<file path="config.mk">
export PLATFORM = sky130hd
export DESIGN_NAME = lcumac_front
export DESIGN_NICKNAME = d
export VERILOG_FILES = /design/src/rtl/lcumac_pkg.sv /design/src/rtl/lcumac_front.sv
export SDC_FILE = /design/constraint.sdc
export NUM_CORES = 1
export LEC_CHECK = 0
export BUFFER_PORTS_ARGS = -buffer_cell sky130_fd_sc_hd__buf_2
export CAP_MARGIN = 20
export CORE_AREA = 2 2 377 379
export CTS_BUF_LIST = sky130_fd_sc_hd__clkbuf_4 sky130_fd_sc_hd__clkbuf_8
export CTS_CLUSTER_DIAMETER = 120
export DETAILED_ROUTE_END_ITERATION = 8
export DIE_AREA = 0 0 379 381
export SYNTH_ARGS = -nofsm -noshare
export SYNTH_HDL_FRONTEND = slang
export SYNTH_SLANG_ARGS = --single-unit
</file>
<file path="constraint.sdc">
create_clock -name clk -period 6.35 [get_ports clk]
set_clock_uncertainty 0.1 [all_clocks]
set_input_delay 0.3175 -clock clk [delete_from_list [all_inputs] [get_ports clk]]
set_output_delay 0.3175 -clock clk [all_outputs]
set_load 0.02 [all_outputs]
</file>
<file path="src/rtl/lcumac_pkg.sv">
// Shared constants and types for the modular-prime MAC accumulator.
// No dependencies; every other file in rtl/ but lcumac_checker imports this package.
`default_nettype none

package lcumac_pkg;

    localparam int LIMB_W      = 64;
    localparam int LIMBS       = 4;
    localparam int VAL_W       = 256;
    localparam int WORD_W      = 32;
    localparam int WORDS       = 8;
    localparam int FOLDS       = 3;
    localparam int QUEUE_DEPTH = 2;

    localparam logic [VAL_W-1:0] PRIME_Q =
        256'hFFFFFFFFFFFFFFFFFFFFFFFFFFFFFFFFFFFFFFFFFFFFFFFFFFFFFFFEFFFFFC2F;
    localparam logic [9:0] FOLD_C = 10'd977;

    // One complete block as handed from the front end to the arithmetic core.
    typedef struct packed {
        logic [VAL_W-1:0] key_a;
        logic [VAL_W-1:0] key_b;
        logic [VAL_W-1:0] msg;
        logic             msg_end;
    } block_t;

endpackage

`default_nettype wire

</file>
<file path="src/rtl/lcumac_front.sv">
// Front end: gathers four limbs of a, b and m into one block.
// Depends on lcumac_pkg.
`default_nettype none

module lcumac_front
    import lcumac_pkg::*;
(
    input  wire logic              clk,
    input  wire logic              rst_n,
    input  wire logic              s_tvalid,
    output logic                   s_tready,
    input  wire logic [LIMB_W-1:0] key_a_limb,
    input  wire logic [LIMB_W-1:0] key_b_limb,
    input  wire logic [LIMB_W-1:0] message_limb,
    input  wire logic              message_end,
    input  wire logic              full,
    output logic                   push,
    output block_t                 blk
);

    localparam logic [1:0] LAST_LIMB = 2'(LIMBS - 1);

    logic [1:0]        idx_reg;
    logic [LIMB_W-1:0] a_buf_reg [LIMBS-1];
    logic [LIMB_W-1:0] b_buf_reg [LIMBS-1];
    logic [LIMB_W-1:0] m_buf_reg [LIMBS-1];
    logic              beat;

    // Only the closing limb of a block needs room in the queue.
    assign s_tready = (idx_reg != LAST_LIMB) || !full;
    assign beat     = s_tvalid && s_tready;
    assign push     = beat && (idx_reg == LAST_LIMB);

    assign blk.key_a   = {a_buf_reg[0], a_buf_reg[1], a_buf_reg[2], key_a_limb};
    assign blk.key_b   = {b_buf_reg[0], b_buf_reg[1], b_buf_reg[2], key_b_limb};
    assign blk.msg     = {m_buf_reg[0], m_buf_reg[1], m_buf_reg[2], message_limb};
    assign blk.msg_end = message_end;

    always_ff @(posedge clk or negedge rst_n)
    begin
        if (!rst_n)
        begin
            idx_reg <= 2'd0;
        end
        else if (beat)
        begin
            idx_reg <= idx_reg + 2'd1;
        end
    end

    always_ff @(posedge clk)
    begin
        if (beat && (idx_reg != LAST_LIMB))
        begin
            a_buf_reg[idx_reg] <= key_a_limb;
            b_buf_reg[idx_reg] <= key_b_limb;
            m_buf_reg[idx_reg] <= message_limb;
        end
    end

endmodule

`default_nettype wire

</file>
==> flow_summary_export.csv <==
group,metric,value,unit
outcome,status,"complete, no violations",
clocking,cts_max_path_buffers,3,
worst_setup_path,reg2reg_depth,4,
yosys,synth_cells,786,
run,maxCapViolations,0,
routing,via_count,11990,
yosys,synth_seq_area_share,0.917,
die,rows,138,
yosys,post-synth-top-count-cell,"edfxtp_1",
placed_design,dpl_worst_slack,3.66,ns
placed_design,gp_congestion,0.918,
worst_setup_path,cp-endpoint,"a_buf_reg[1][45]",
die,core_area,141000,um^2
routing,viasPerCell,3.14,
worst_setup_path,required,6.60,ns
pwr,p_sw,3.31,mW
yosys,ys_ff_latch,578,
worst_setup_path,critPathCaptureType,"register",
cells_and_area,drive_gt1_frac,0.579,
pwr,clkPwrFrac,0.307,
worst_setup_path,arrival,2.96,ns
yosys,synthArstFlopShare,0.00346,
routing,drtPass1Iterations,5,
pwr,p_int,7.31,mW
clocking,hold_buffers,196,
yosys,syn-num-nets,987,
placed_design,hpwl,59500,um
min_path,min_path_type,"input pin to register",
pwr,combPwrFrac,0.209,
worst_setup_path,cp_top_family,"buffers and inverters",
pwr,p_total,10.6,mW
clocking,root_buffer,"clkbuf_8",
yosys,synth_top_area_frac,0.914,
worst_setup_path,crit_slowest_cell,"buf_4",
worst_setup_path,cp.depth,4,
clocking,numCtsBuffers,93,
routing,drtAntennaViolNets,0,
routing,routedWlPerCell,20.2,um
worst_setup_path,cpPeakStageDelay,0.75,ns
yosys,synth_area,18900,um^2
cells_and_area,fill_cells,15051,
timing,maxSlewViolCount,0,
cells_and_area,layoutNonFillerInstCount,3823,
clocking,cts_tree,"yes",
worst_setup_path,reg2reg_slack,3.63,ns
worst_setup_path,timing.rr.start,"idx_reg[0]",
worst_setup_path,path_class,"register to register",
timing,finalSetupViolations,0,
yosys,ys.flop_type,"edfxtp_1",
clocking,cts_resized,0,
pwr,leakage,11.0,nW
placed_design,dp.cells,3454,
worst_setup_path,rr_endpoint,"a_buf_reg[1][45]",
clocking,cts.sinks,578,
cells_and_area,area_growth,51.1,%
clocking,postCtsSetupRepairBufs,0,
clocking,h-tree-depth,3,
pwr,p_seq_frac,0.484,
worst_setup_path,worstPathMaxFanout,64,
clocking,clk_pin_slew,0.06,ns
yosys,synth_warnings,0,
grt,grt_use_total,0.101,
placed_design,dpl_cell_area,24800,um^2
timing,period_needed,2.72,ns
timing,fmax,0.368,GHz
timing,worst_slack,3.63,ns
timing,hold_viol,0,
die,start_util,0.135,
cells_and_area,final_cell_area,28600,um^2
cells_and_area,fin_util,0.203,
yosys,synth_area_leaders,"edfxtp_1 (91%), buf_4 (7.7%), dfrtp_1 (0.26%)",
routing,drc,0,
die,ios,968,
worst_setup_path,crit_start,"idx_reg[0]",
timing,rsz0062_at_grt,"false",
pwr,peakVddDrop,0.000250,V
worst_setup_path,worstPathCellList,"ha_1 > nor2b_1 > and2_4 > buf_4",
yosys,netlist.top_cell.by_area,"edfxtp_1",
die,die_height,381,um
routing,drt_iter0_markers,1132,
grt,antenna_found_initial,47,
pwr,swShare,0.311,
clocking,clock_latency,0.75,ns
grt,grt_overflow,0,
pwr,pwr_density_cell,371,nW/um^2
yosys,yosys-top-cells-count,"edfxtp_1 (576), buf_4 (193), ha_1 (4), and2_1 (3)",
worst_setup_path,crit_buf_inv,1,
cells_and_area,nNetsFinal,2056,
placed_design,port_buffers,965,
grt,grt_max_degree,110,
die,die_w,379,um
timing,maxSlewHeadroom,0.251,
worst_setup_path,critPathLaunchType,"register",
cells_and_area,multi_input_area,130,um^2
timing,hold_ws,0.205,ns
timing,fin_crit_sh,0.428,
routing,finalWirelength,77400,um
yosys,synth.distinct_cells,12,
die,die-area,144000,um^2
timing,setup_tns,0,ns
timing,tightest_slew,1.12,ns
grt,grt_pass1_wl,98200,um
yosys,synth-edff-count,576,
cells_and_area,seq_area,17300,um^2
grt,first_global_vias,11535,
yosys,syn_avg_cell_area,24.1,um^2
cells in the final DEF, fill, tap and decap left out, types with 2 or more instances in the layout:
cell type and count:
buf_12 3, and2_4 3, buf_4 3, inv_1 2, buf_2 965, clkinv_1 27
clkinvlp_4 4, bufinv_16 5, ha_1 4, diode_2 8, clkbuf_8 93, edfxtp_1 576
inv_12 2, dlygate4sd3_1 196, clkinv_2 2, clkbuf_4 29, dfrtp_1 2
cell type report:
cell class	instances	share of cell area
antenna	8	0.000700
clock buffer	122	0.0524
clock inverter	43	0.0126
inverter	2	0.000262
multi-input combinational	13	0.00455
sequential	578	0.606
tap	1890	0.0827
timing repair buffer	1167	0.240
worst register-to-register path, cell delays in order (launching register included):
cell and delay (ns):
dfrtp_1 0.40, ha_1 0.25, nor2b_1 0.20, and2_4 0.48
buf_4 0.77
power groups by stage:
stage	combinational, mW	sequential [mW]	clock [mW]
detailed placement	2.13	5.20	0
floorplan	0.474	6.08	0
finish	2.22	5.14	3.25
global placement	2.10	5.20	0
CTS	2.25	5.14	3.37
global route	2.34	5.19	3.51
kinds of logic after synthesis:
| logic type | after synthesis | synth area share |
|---|---|---|
| buffers and inverters | 195 | 0.0770 |
| AND/OR/NAND/NOR | 6 | 0.00198 |
| XOR/XNOR | 1 | 0.000463 |
| flip-flops | 578 | 0.917 |
| AO/OA/AOI/OAI | 1 | 0.000595 |
| adder cells (fa/ha/maj) | 4 | 0.00264 |
| multiplexers | 1 | 0.000793 |
per-layer routing:
layer,vias up,share of wire,routed length (um),GRT usage
met5,-,0.0010,80,0
met4,12,0.035,2740,0.0469
met3,165,0.12,9250,0.0400
met2,942,0.45,35100,0.155
met1,5890,0.39,30200,0.124
li1,4981,-,-,-
worst min-delay path by stage:
stage	from	end	slack, ns	cells after the start
final	s_tvalid	m_buf_reg[0][37]	0.20	3
after global routing	key_a_limb[50]	a_buf_reg[1][50]	0.12	2
after CTS	key_a_limb[48]	a_buf_reg[1][48]	0.06	2
after detailed placement	rst_n	idx_reg[0]	0.005	1
after global placement	rst_n	idx_reg[0]	0.002	1
after floorplan	rst_n	idx_reg[0]	-0.08	0
(Power assumes the default switching activity.)
