==> src/rtl/lcumac_pkg.sv <==
// Shared constants and types for the modular-prime MAC accumulator.
// No dependencies; every other file in rtl/ but lcumac_checker imports this package.
`default_nettype none

package lcumac_pkg;

    localparam int LIMB_W      = 64;
    localparam int LIMBS       = 4;
    localparam int VAL_W       = 256;
    localparam int WORD_W      = 32;
    localparam int WORDS       = 8;
    localparam int FOLDS       = 3;
    localparam int QUEUE_DEPTH = 2;

    localparam logic [VAL_W-1:0] PRIME_Q =
        256'hFFFFFFFFFFFFFFFFFFFFFFFFFFFFFFFFFFFFFFFFFFFFFFFFFFFFFFFEFFFFFC2F;
    localparam logic [9:0] FOLD_C = 10'd977;

    // One complete block as handed from the front end to the arithmetic core.
    typedef struct packed {
        logic [VAL_W-1:0] key_a;
        logic [VAL_W-1:0] key_b;
        logic [VAL_W-1:0] msg;
        logic             msg_end;
    } block_t;

endpackage

`default_nettype wire

==> src/rtl/lcumac_fifo.sv <==
// Short block queue between the front end and the arithmetic core.
// Depends on lcumac_pkg.
`default_nettype none

module lcumac_fifo
    import lcumac_pkg::*;
#(
    parameter int Depth = QUEUE_DEPTH
)
(
    input  wire logic   clk,
    input  wire logic   rst_n,
    input  wire logic   push,
    input  block_t      wr_data,
    output logic        full,
    input  wire logic   pop,
    output block_t      rd_data,
    output logic        empty
);

    localparam int PtrW = (Depth > 1) ? $clog2(Depth) : 1;
    localparam int CntW = $clog2(Depth + 1);
    localparam logic [PtrW-1:0] LAST_PTR = PtrW'(Depth - 1);

    block_t          mem_reg [Depth];
    logic [PtrW-1:0] wr_ptr_reg;
    logic [PtrW-1:0] rd_ptr_reg;
    logic [CntW-1:0] cnt_reg;
    logic            do_push;
    logic            do_pop;

    assign full    = (cnt_reg == CntW'(Depth));
    assign empty   = (cnt_reg == '0);
    assign do_push = push && !full;
    assign do_pop  = pop && !empty;
    assign rd_data = mem_reg[rd_ptr_reg];

    always_ff @(posedge clk or negedge rst_n)
    begin
        if (!rst_n)
        begin
            wr_ptr_reg <= '0;
            rd_ptr_reg <= '0;
            cnt_reg    <= '0;
        end
        else
        begin
            if (do_push)
            begin
                wr_ptr_reg <= (wr_ptr_reg == LAST_PTR) ? '0 : wr_ptr_reg + 1'b1;
            end
            if (do_pop)
            begin
                rd_ptr_reg <= (rd_ptr_reg == LAST_PTR) ? '0 : rd_ptr_reg + 1'b1;
            end
            if (do_push && !do_pop)
            begin
                cnt_reg <= cnt_reg + 1'b1;
            end
            else if (do_pop && !do_push)
            begin
                cnt_reg <= cnt_reg - 1'b1;
            end
        end
    end

    always_ff @(posedge clk)
    begin
        if (do_push)
        begin
            mem_reg[wr_ptr_reg] <= wr_data;
        end
    end

endmodule

`default_nettype wire

==> config.mk <==
export PLATFORM = sky130hd
export DESIGN_NAME = lcumac_fifo
export DESIGN_NICKNAME = d
export VERILOG_FILES = /design/src/rtl/lcumac_pkg.sv /design/src/rtl/lcumac_fifo.sv
export SDC_FILE = /design/constraint.sdc
export NUM_CORES = 1
export LEC_CHECK = 0
export ABC_AREA = 1
export BUFFER_PORTS_ARGS = -buffer_cell sky130_fd_sc_hd__buf_4
export CORE_AREA = 8 8 588 590
export CTS_BUF_LIST = sky130_fd_sc_hd__clkbuf_8
export DETAILED_ROUTE_END_ITERATION = 16
export DIE_AREA = 0 0 596 598
export PLACE_DENSITY = 0.3
export SYNTH_ARGS = -nofsm -noshare
export SYNTH_HDL_FRONTEND = slang
export SYNTH_SLANG_ARGS = --single-unit
==> constraint.sdc <==
create_clock -name clk -period 73 [get_ports clk]
set_clock_uncertainty 0.2 [all_clocks]
set_input_delay 3.65 -clock clk [delete_from_list [all_inputs] [get_ports clk]]
set_output_delay 3.65 -clock clk [all_outputs]
set_load 0.005 [all_outputs]
==> reports/results.txt, run 1 <==
Count of warnings emitted by yosys - 0
Actual slew at the worst max-slew pin - 1130 ps
Routed vias/inst - 3.60
Startpoint class of the critical path - flop
Final critical delay including setup and external delays - 10150 ps
Number of global-route vias before repair - 38559
Number of max-cap violations - 0
Final Slew Violations - 0
CP dominant cell by count - sky130_fd_sc_hd__buf_4
Required arrival time at the worst endpoint - 69150 ps
Worst path max stage delay - 820 ps
Worst min path class - reg2reg
Wire length after detailed routing - 262000 um
Synthesized area per cell - 13.9 um2
Power density of the placed cells - 41.2 nW/um2
Net count after synthesis - 4822
Routed wire per std cell - 25.1 um
Routability congestion estimate from global placement - 0.820
Number of buffers added for setup after CTS - 0
Post-CTS sizing - 0
Number of instances in the synthesized netlist - 4048
Area of the die - 356000 um2
Sink count of the clock tree - 1542
Residual overflow from global routing - 0
Leakage component of the power - 32.1 nW
Synthesis-to-finish area growth - 39.0%
Result of the run - finished clean
Setup repair after global routing missed its margin - false
Buffers on Ports - 1543
Floorplan die width - 596 um
Clock Tree Root - sky130_fd_sc_hd__clkbuf_8
Residual antenna-violating net count after detailed routing - 0
Number of DRC violations after detailed-routing iteration 0 - 2073
Ordered list of cells on the worst path - buf_4 -> buf_4 -> buf_4 -> buf_4 -> buf_4 -> nand2_1 -> nand2_1 -> buf_4
Post-synthesis sequential area ratio - 82.5%
Number of antenna violations at the first check in global routing - 145
Sort of element at the end of the critical path - output port
Crit path buf inv count - 6
Distinct cell type count after synthesis - 16
Wire length of the first global-routing pass - 343000 um
Worst EP arrival - 6300 ps
Overall global routing resource usage - 13.9%
Netlist area before placement - 56100 um2
Number of placement rows - 213
DR vias - 37517
CTS clk-pin slew, worst paths - 70 ps
Number of synthesized register bits - 1542
Die boundary height - 598 um
Design Power - 3.21 mW
Insertion delay of the later-clocked pin in the worst-skew pair - 970 ps
Count of endpoints failing setup in the final report - 0
Remaining routing DRC violations - 0
Worst hold margin - 288 ps
Starting utilization of the core area - 16.7%
Count of hold buffers inserted by post-cts repair - 0
Period utilisation layout - 13.9%
Half-perimeter wire length of the detailed placement result - 193000 um
Final-layout setup total negative slack - 0 ps
Clock buffer count from CTS - 304
Worst setup path category - reg2out
CTS tree - done
Max Fclk - 98.5 MHz
Layout Nets - 6543
Maximum number of pins on one net before global-route repair - 148
Maximum vdd drop - 0.0000269 V
Critical Path Slowest Stage Cell - sky130_fd_sc_hd__buf_4
Cell family with most CP delay - buffers and inverters
CTS HTree Levels - 5
Max reg flops - 1538
Worst slew margin relative to its limit - 24.8%
Std-Cell Core Area - 336000 um2
Maximum buffer depth of the clock tree - 4
Layout cell share with drive strength beyond 1 - 32.3%
Number of hold violations in the final report - 0
Number of optimization iterations in the first detailed-route pass - 5
Ports placed on the boundary - 1544
Maximum fanout along the worst path - 68
-- through the flow --
| stage | setup WS [ps] | cell area, um2 | cells | util [%] |
|---|---|---|---|---|
| 6_report | 62850 | 78000 | 10421 | 23.2 |
| 5_1_grt | 62300 | 77900 | 10408 | 23.2 |
| 4_1_cts | 62380 | 77900 | 10398 | 23.2 |
| 3_5_place_dp | 62640 | 72600 | 9870 | 21.6 |
| 3_3_place_gp | 62580 | 72600 | 9870 | 21.6 |
| 2_1_floorplan | 35340 | 56100 | 4048 | - |
-- layout make-up --
class,count,area [um2]
antenna,23,57.6
clock buffer,309,4250
clock inverter,219,1070
fill,35751,258000
inverter,8,45.0
multi-input combinational,2327,8770
sequential,1542,46300
tap,4407,5510
timing repair buffer,1586,12000
-- where the power goes --
group | total (mW) | internal (mW) | switching [mW]
clock network | 0.794 | 0.401 | 0.393
registers | 1.26 | 1.21 | 0.0479
logic | 1.16 | 0.398 | 0.760
-- worst register-to-register path, stage by stage (launching register included) --
cell,delay (ps)
sky130_fd_sc_hd__dfrtp_1,480
sky130_fd_sc_hd__o21ai_0,230
sky130_fd_sc_hd__nor2_4,470
sky130_fd_sc_hd__buf_4,750
sky130_fd_sc_hd__buf_4,900
sky130_fd_sc_hd__buf_4,870
sky130_fd_sc_hd__buf_4,860
sky130_fd_sc_hd__buf_4,840
sky130_fd_sc_hd__buf_4,840
-- path summary, 6_finish.rpt --
kind | end | start | cells after the start | slack [ps]
hold reg to reg | wr_ptr_reg | wr_ptr_reg | 2 | 290
setup / recovery | rd_data[543] | rd_ptr_reg | 8 | 62850
hold / removal | wr_ptr_reg | wr_ptr_reg | 2 | 290
min in group asynchronous | cnt_reg[1] | rst_n | 1 | 2270
max in group asynchronous | rd_ptr_reg | rst_n | 1 | 70210
setup reg to reg | mem_reg[1][388] | cnt_reg[0] | 8 | 66110
-- logic make-up (layout without fill, tap and decap cells) --
family	after synthesis	after routing	share of synthesized area, %
xor gates and xnor gates	1	1	0.0156
and+or+nand+nor	2323	2323	15.6
other	0	23	0
AOI/OAI and AO/OA	2	2	0.0178
buffers and inverters	179	2122	1.90
DFF	1542	1542	82.5
adders and majority gates	1	1	0.0223
-- cells in the mapped netlist --
| master | count | share of area, % |
|---|---|---|
| sky130_fd_sc_hd__buf_2 | 127 | 1.1 |
| sky130_fd_sc_hd__buf_4 | 14 | 0.19 |
| sky130_fd_sc_hd__buf_6 | 24 | 0.48 |
| sky130_fd_sc_hd__clkbuf_1 | 6 | 0.040 |
| sky130_fd_sc_hd__dfrtp_1 | 4 | 0.18 |
| sky130_fd_sc_hd__edfxtp_1 | 1538 | 82 |
| sky130_fd_sc_hd__ha_1 | 1 | 0.022 |
| sky130_fd_sc_hd__inv_1 | 7 | 0.047 |
| sky130_fd_sc_hd__inv_2 | 1 | 0.0067 |
| sky130_fd_sc_hd__nand2_1 | 2316 | 15 |
| sky130_fd_sc_hd__nand3_1 | 1 | 0.0089 |
| sky130_fd_sc_hd__nand3b_1 | 1 | 0.013 |
| sky130_fd_sc_hd__nand4_1 | 1 | 0.011 |
| sky130_fd_sc_hd__nor2_1 | 4 | 0.027 |
| sky130_fd_sc_hd__o21ai_0 | 2 | 0.018 |
| sky130_fd_sc_hd__xnor2_1 | 1 | 0.016 |
-- layer usage --
layer | GRT usage (%) | wire length (um) | vias up
met3 | 7.66 | 30900 | 547
met2 | 24.0 | 128000 | 1506
met1 | 14.7 | 95500 | 18089
met4 | 3.28 | 6380 | 142
li1 | - | - | 17233
met5 | 0 | 924 | -
-- layout by cell type, fill, tap and decap left out, types with 3 or more instances in the layout --
master / n
sky130_fd_sc_hd__inv_1: 131
sky130_fd_sc_hd__clkbuf_8: 309
sky130_fd_sc_hd__clkinv_1: 60
sky130_fd_sc_hd__buf_12: 5
sky130_fd_sc_hd__nand2_1: 2316
sky130_fd_sc_hd__nor2_1: 3
sky130_fd_sc_hd__dfrtp_1: 3
sky130_fd_sc_hd__diode_2: 23
sky130_fd_sc_hd__inv_6: 3
sky130_fd_sc_hd__clkinvlp_4: 6
sky130_fd_sc_hd__clkinv_2: 10
sky130_fd_sc_hd__clkinv_8: 5
sky130_fd_sc_hd__edfxtp_1: 1538
sky130_fd_sc_hd__inv_12: 5
sky130_fd_sc_hd__buf_4: 1581
sky130_fd_sc_hd__inv_8: 5
(Power assumes the default switching activity.)
==> inputs of run 2 (changes only) <==
CORE_AREA = 8 8 603 605   (was 8 8 588 590)
DIE_AREA = 0 0 611 613   (was 0 0 596 598)
clock period = 8.95 ns   (was 73 ns; I/O delays follow)
==> run 2 against run 1 <==
Non-clock buffer count grew 1497. Sequential power grew to 8.2 times the previous value. Via count grew 15%. Worst setup slack lost 59000 ps. Critical endpoint is now rd_data[606]. Worst hold slack lost 130 ps.
==> reports/results.txt, run 2 (same netlist as run 1, synthesis figures left out) <==
Half-perimeter wire length of the detailed placement result - 199000 um (was 193000 um)
Worst EP arrival - 4240 ps (was 6300 ps)
Ports placed on the boundary - 1544 (unchanged)
GRT Max-Usage Layer - met2 (unchanged)
Startpoint class of the critical path - flop (unchanged)
CTS clk-pin slew, worst paths - 50 ps (was 70 ps)
Worst slew margin relative to its limit - 29.0% (was 24.8%)
Most frequent cells in the layout - sky130_fd_sc_hd__nand2_1, sky130_fd_sc_hd__buf_4, sky130_fd_sc_hd__edfxtp_1, sky130_fd_sc_hd__dlygate4sd3_1, sky130_fd_sc_hd__clkbuf_8 (was sky130_fd_sc_hd__nand2_1, sky130_fd_sc_hd__buf_4, sky130_fd_sc_hd__edfxtp_1, sky130_fd_sc_hd__clkbuf_8, sky130_fd_sc_hd__inv_1)
Number of global-route vias before repair - 44896 (was 38559)
Logic depth of the worst setup path including buffers - 6 (was 8)
Final Non-Filler Cells - 12311 (was 10421)
Residual antenna-violating net count after detailed routing - 0 (unchanged)
R2r setup slk - 5360 ps (was 66110 ps)
Capturing point of the worst reg2reg path - mem_reg[0][173] (was mem_reg[1][388])
Required arrival time at the worst endpoint - 8300 ps (was 69150 ps)
Global-route met2 utilization - 24.5% (was 24.0%)
Worst setup path category - reg2out (unchanged)
Number of buffers added for setup after CTS - 0 (unchanged)
Synthesis-to-finish area growth - 67.2% (was 39.0%)
Setup slack of the critical path after layout - 4060 ps (was 62850 ps)
Maximum fanout along the worst path - 61 (was 68)
Final Slew Violations - 0 (unchanged)
Routed wire per std cell - 21.9 um (was 25.1 um)
Wire length of the first global-routing pass - 361000 um (was 343000 um)
Cell count of the worst reg-to-reg path - 8 (unchanged)
Crit path buf inv count - 4 (was 6)
Setup repair after global routing missed its margin - false (unchanged)
Worst setup endpoint - rd_data[606] (was rd_data[543])
Insertion delay of the later-clocked pin in the worst-skew pair - 970 ps (about the same)
Area of the die - 375000 um2 (was 356000 um2)
Residual overflow from global routing - 0 (unchanged)
CTS tree - done (unchanged)
Routability congestion estimate from global placement - 0.816 (was 0.820)
Met3 Usage GRT - 4.24% (was 7.66%)
Cell family with most CP delay - buffers and inverters (unchanged)
Remaining routing DRC violations - 0 (unchanged)
Sink count of the clock tree - 1542 (unchanged)
Buffers on Ports - 1543 (unchanged)
Start of the worst register-to-register path - cnt_reg[1] (was cnt_reg[0])
Overall global routing resource usage - 13.6% (was 13.9%)
Maximum buffer depth of the clock tree - 4 (unchanged)
Clock buffer count from CTS - 314 (was 304)
Number of antenna violations at the first check in global routing - 122 (was 145)
Met1 track demand over resource - 14.7% (about the same)
CP dominant cell by count - sky130_fd_sc_hd__buf_4 (unchanged)
Layout cell share with drive strength beyond 1 - 26.1% (was 32.3%)
Final-layout setup total negative slack - 0 ps (unchanged)
Maximum vdd drop - 0.000207 V (was 0.0000269 V)
Max Fclk - 204 MHz
CTS HTree Levels - 5 (unchanged)
Result of the run - finished clean (unchanged)
Number of max-cap violations - 0 (unchanged)
Actual slew at the worst max-slew pin - 1070 ps (was 1130 ps)
Std-Cell Core Area - 354000 um2 (was 336000 um2)
Number of DRC violations after detailed-routing iteration 0 - 2276 (was 2073)
Wire length after detailed routing - 269000 um (was 262000 um)
Count of endpoints failing setup in the final report - 0 (unchanged)
Layout Nets - 8050 (was 6543)
Most common library cell in the layout ignoring fill and taps - sky130_fd_sc_hd__nand2_1 (unchanged)
Maximum number of pins on one net before global-route repair - 149 (was 148)
Critical Path Source - rd_ptr_reg (unchanged)
Sort of element at the end of the critical path - output port (unchanged)
Number of optimization iterations in the first detailed-route pass - 5 (unchanged)
Number of hold violations in the final report - 0 (unchanged)
Leakage component of the power - 38.5 nW (was 32.1 nW)
Clock Tree Root - sky130_fd_sc_hd__clkbuf_8 (unchanged)
Hold_sp - wr_data[627] (was wr_ptr_reg)
Max reg flops - 1538 (unchanged)
Final critical delay including setup and external delays - 4890 ps
Critical Path Slowest Stage Cell - sky130_fd_sc_hd__dfrtp_4 (was sky130_fd_sc_hd__buf_4)
Power density of the placed cells - 289 nW/um2 (was 41.2 nW/um2)
Starting utilization of the core area - 15.8% (was 16.7%)
Ordered list of cells on the worst path - buf_4 -> buf_4 -> buf_4 -> nand2_1 -> nand2_1 -> buf_4 (was buf_4 -> buf_4 -> buf_4 -> buf_4 -> buf_4 -> nand2_1 -> nand2_1 -> buf_4)
Design Power - 27.1 mW (was 3.21 mW)
Routed vias/inst - 3.51 (was 3.60)
DR vias - 43249 (was 37517)
Placed insts - 10225 (was 9870)
Worst min path class - in2reg (was reg2reg)
Worst path max stage delay - 860 ps (was 820 ps)
Period utilisation layout - 54.7%
Number of placement rows - 219 (was 213)
Setup slack after placement - 4910 ps (was 62640 ps)
Floorplan die width - 611 um (was 596 um)
Die boundary height - 613 um (was 598 um)
-- run 2: layer usage --
layer / vias to the layer above / part of all wire (%)
met5: - / 0.22
met4: 70 / 4.0
li1: 20335 / -
met1: 20885 / 37
met3: 550 / 6.9
met2: 1409 / 52
-- run 2: final cells by class --
class                   count  area, um2
clock inverters           239       1260
diodes                     42        105
fillers                 37479     260000
multi-input cells        2327       8770
repair buffers           3083      27000
clock buffers             319       4390
flip-flops and latches   1542      46300
inverters                   8       41.3
well taps                4751       5940
-- run 2: worst min-delay path by stage --
stage / depth (start not counted) / to
finish: 2 / mem_reg[1][627]
global route: 2 / mem_reg[1][594]
CTS: 2 / mem_reg[1][627]
detailed placement: 1 / wr_ptr_reg
global placement: 1 / wr_ptr_reg
floorplan: 0 / cnt_reg[0]
-- run 2: where the power goes --
part / switching (mW) / total, mW / internal, mW
combinational: 6.41 / 10.1 / 3.73
sequential: 0.399 / 10.3 / 9.86
clock: 3.28 / 6.75 / 3.48
-- run 2: what timing repair did --
action,CTS,global route
setup endpoints to repair,0,0
gates resized for setup,0,0
hold buffers,1486,0
hold endpoints to repair,1597,0
-- run 2: metrics by stage --
| step | hold WS [ps] | util [%] | cell area [um2] |
|---|---|---|---|
| after detailed placement | 59.8 | 20.7 | 73200 |
| after global routing | 28.7 | 26.5 | 93700 |
| final | 155 | 26.5 | 93800 |
| after CTS | 1.87 | 26.5 | 93700 |
| after global placement | 62.1 | 20.7 | 73200 |
| after floorplan | -48.1 | - | 56100 |
==> inputs of run 3 (changes only) <==
clock period = 4.4 ns   (was 8.95 ns; I/O delays follow)
==> run 3 against run 2 <==
Cell count increased by 0.54%. Critical path type unchanged. Worst hold slack improved by 160 ps. Largest cell class unchanged. Largest power group is now combinational logic. Utilization increased by 0.29 points. Critical endpoint is now rd_data[751]. Sequential share of layout area decreased by 0.53 points. Critical path depth decreased by 1. Die area unchanged. Final area increased by 1.1%. Count of clock-buffer cells in the layout decreased by 1.
==> reports/results.txt, run 3 (same netlist as run 1, synthesis figures left out) <==
Result of the run - finished clean (unchanged)
Max reg flops - 1538 (unchanged)
Final core utilization - 26.8% (was 26.5%)
Layout Nets - 8144 (was 8050)
Remaining routing DRC violations - 0 (unchanged)
Startpoint class of the critical path - flop (unchanged)
Routed vias/inst - 3.52 (was 3.51)
Wire length after detailed routing - 272000 um (was 269000 um)
Count of endpoints failing setup in the final report - 0 (unchanged)
CTS tree - done (unchanged)
Starting utilization of the core area - 15.8% (unchanged)
Half-perimeter wire length of the detailed placement result - 201000 um (was 199000 um)
Number of placement rows - 219 (unchanged)
Sort of element at the end of the critical path - output port (unchanged)
Area of the die - 375000 um2 (unchanged)
Worst EP arrival - 3080 ps (was 4240 ps)
Insertion delay of the later-clocked pin in the worst-skew pair - 960 ps (was 970 ps)
Number of DRC violations after detailed-routing iteration 0 - 2157 (was 2276)
Post-CTS sizing - 0 (unchanged)
Worst min path class - reg2reg (was in2reg)
Required arrival time at the worst endpoint - 3980 ps (was 8300 ps)
Number of optimization iterations in the first detailed-route pass - 5 (unchanged)
GRT Max-Usage Layer - met2 (unchanged)
Wire length of the first global-routing pass - 366000 um (was 361000 um)
Layout cell share with drive strength beyond 1 - 26.4% (was 26.1%)
Most frequent cells in the layout - sky130_fd_sc_hd__nand2_1, sky130_fd_sc_hd__buf_4, sky130_fd_sc_hd__dlygate4sd3_1, sky130_fd_sc_hd__edfxtp_1, sky130_fd_sc_hd__clkbuf_8 (was sky130_fd_sc_hd__nand2_1, sky130_fd_sc_hd__buf_4, sky130_fd_sc_hd__edfxtp_1, sky130_fd_sc_hd__dlygate4sd3_1, sky130_fd_sc_hd__clkbuf_8)
Die boundary height - 613 um (unchanged)
Routed wire per std cell - 22.0 um (was 21.9 um)
Maximum buffer depth of the clock tree - 4 (unchanged)
Setup repair after global routing missed its margin - false (unchanged)
Max Fclk - 286 MHz
Maximum fanout along the worst path - 111 (was 61)
Clock buffer count from CTS - 313 (was 314)
Global-route met2 utilization - 25.0% (was 24.5%)
Ports placed on the boundary - 1544 (unchanged)
Worst hold margin - 315 ps (was 155 ps)
Clock Tree Root - sky130_fd_sc_hd__clkbuf_8 (unchanged)
Design Power - 55.5 mW (was 27.1 mW)
Power density of the placed cells - 586 nW/um2 (was 289 nW/um2)
Residual antenna-violating net count after detailed routing - 0 (unchanged)
Actual slew at the worst max-slew pin - 910 ps (was 1070 ps)
Most common library cell in the layout ignoring fill and taps - sky130_fd_sc_hd__nand2_1 (unchanged)
CTS HTree Levels - 5 (unchanged)
CTS clk-pin slew, worst paths - 60 ps (was 50 ps)
Number of antenna violations at the first check in global routing - 132 (was 122)
Number of max-cap violations - 0 (unchanged)
Leakage component of the power - 38.9 nW (was 38.5 nW)
Number of global-route vias before repair - 45495 (was 44896)
Final-layout setup total negative slack - 0 ps (unchanged)
Sink count of the clock tree - 1542 (unchanged)
Floorplan die width - 611 um (unchanged)
Maximum number of pins on one net before global-route repair - 132 (was 149)
Number of hold violations in the final report - 0 (unchanged)
Maximum vdd drop - 0.000364 V (was 0.000207 V)
Number of buffers added for setup after CTS - 0 (unchanged)
Final critical delay including setup and external delays - 3500 ps
Worst slew margin relative to its limit - 39.3% (was 29.0%)
Synthesis-to-finish area growth - 69.0% (was 67.2%)
Overall global routing resource usage - 13.8% (was 13.6%)
DR vias - 43586 (was 43249)
Residual overflow from global routing - 0 (unchanged)
Routability congestion estimate from global placement - 0.839 (was 0.816)
Met1 track demand over resource - 15.0% (was 14.7%)
Count of hold buffers inserted by post-cts repair - 1545 (was 1486)
Buffers on Ports - 1543 (unchanged)
Met3 Usage GRT - 3.94% (was 4.24%)
Final Slew Violations - 0 (unchanged)
Period utilisation layout - 79.4%
Std-Cell Core Area - 354000 um2 (unchanged)
Worst setup path category - reg2out (unchanged)
[run 3: changes by cell type in the layout (fill, tap and decap cells not counted), sizes merged]
cell	change
buf	+36
bufinv	-1
diode	-4
dlygate4sd3	+59
inv	-2
clkbuf	-1
clkinv	-21
clkinvlp	+1
[run 3: stage by stage]
stage	std cells	worst slack, ps	instance area [um2]
2_1_floorplan	4048	-8460	56100
3_3_place_gp	10261	1410	73700
3_5_place_dp	10261	1540	73700
4_1_cts	12340	639	94700
5_1_grt	12361	652	94800
6_report	12378	905	94800
[run 3: power by group]
part / internal (mW) / switching [mW]
Combinational: 7.99 / 13.3
Clock: 6.95 / 6.61
Sequential: 20.0 / 0.663
Total: 34.9 / 20.6
[run 3: area by class of cell]
cell class	instances	area, um2
antenna	38	95.1
clock buffer	318	4380
clock inverter	216	1120
fill	37363	259000
inverter	8	41.3
multi-input combinational	2327	8770
sequential	1542	46300
tap	4751	5940
timing repair buffer	3178	28200
[run 3: metal layers]
metal / up-vias / share of wire, %
met4: 64 / 4.3
met1: 21009 / 37
met3: 595 / 6.7
met5: - / 0.15
li1: 20492 / -
met2: 1426 / 51
[run 3: worst paths after layout]
kind                       depth (start not counted)        from  slack (ps)         endpoint
max                                                5  rd_ptr_reg         900     rd_data[751]
min                                                2  wr_ptr_reg         320       wr_ptr_reg
max reg2reg                                        7  cnt_reg[1]        1550  mem_reg[0][722]
min reg2reg                                        2  wr_ptr_reg         320       wr_ptr_reg
max in group asynchronous                          4       rst_n        3210       rd_ptr_reg
min in group asynchronous                          4       rst_n         590       rd_ptr_reg
[run 3: critical path, stage by stage, from the launching register on]
cell	delay, ps
sky130_fd_sc_hd__dfrtp_4	550
sky130_fd_sc_hd__inv_8	360
sky130_fd_sc_hd__buf_12	490
sky130_fd_sc_hd__nand2_1	270
sky130_fd_sc_hd__nand2_1	150
sky130_fd_sc_hd__buf_4	120
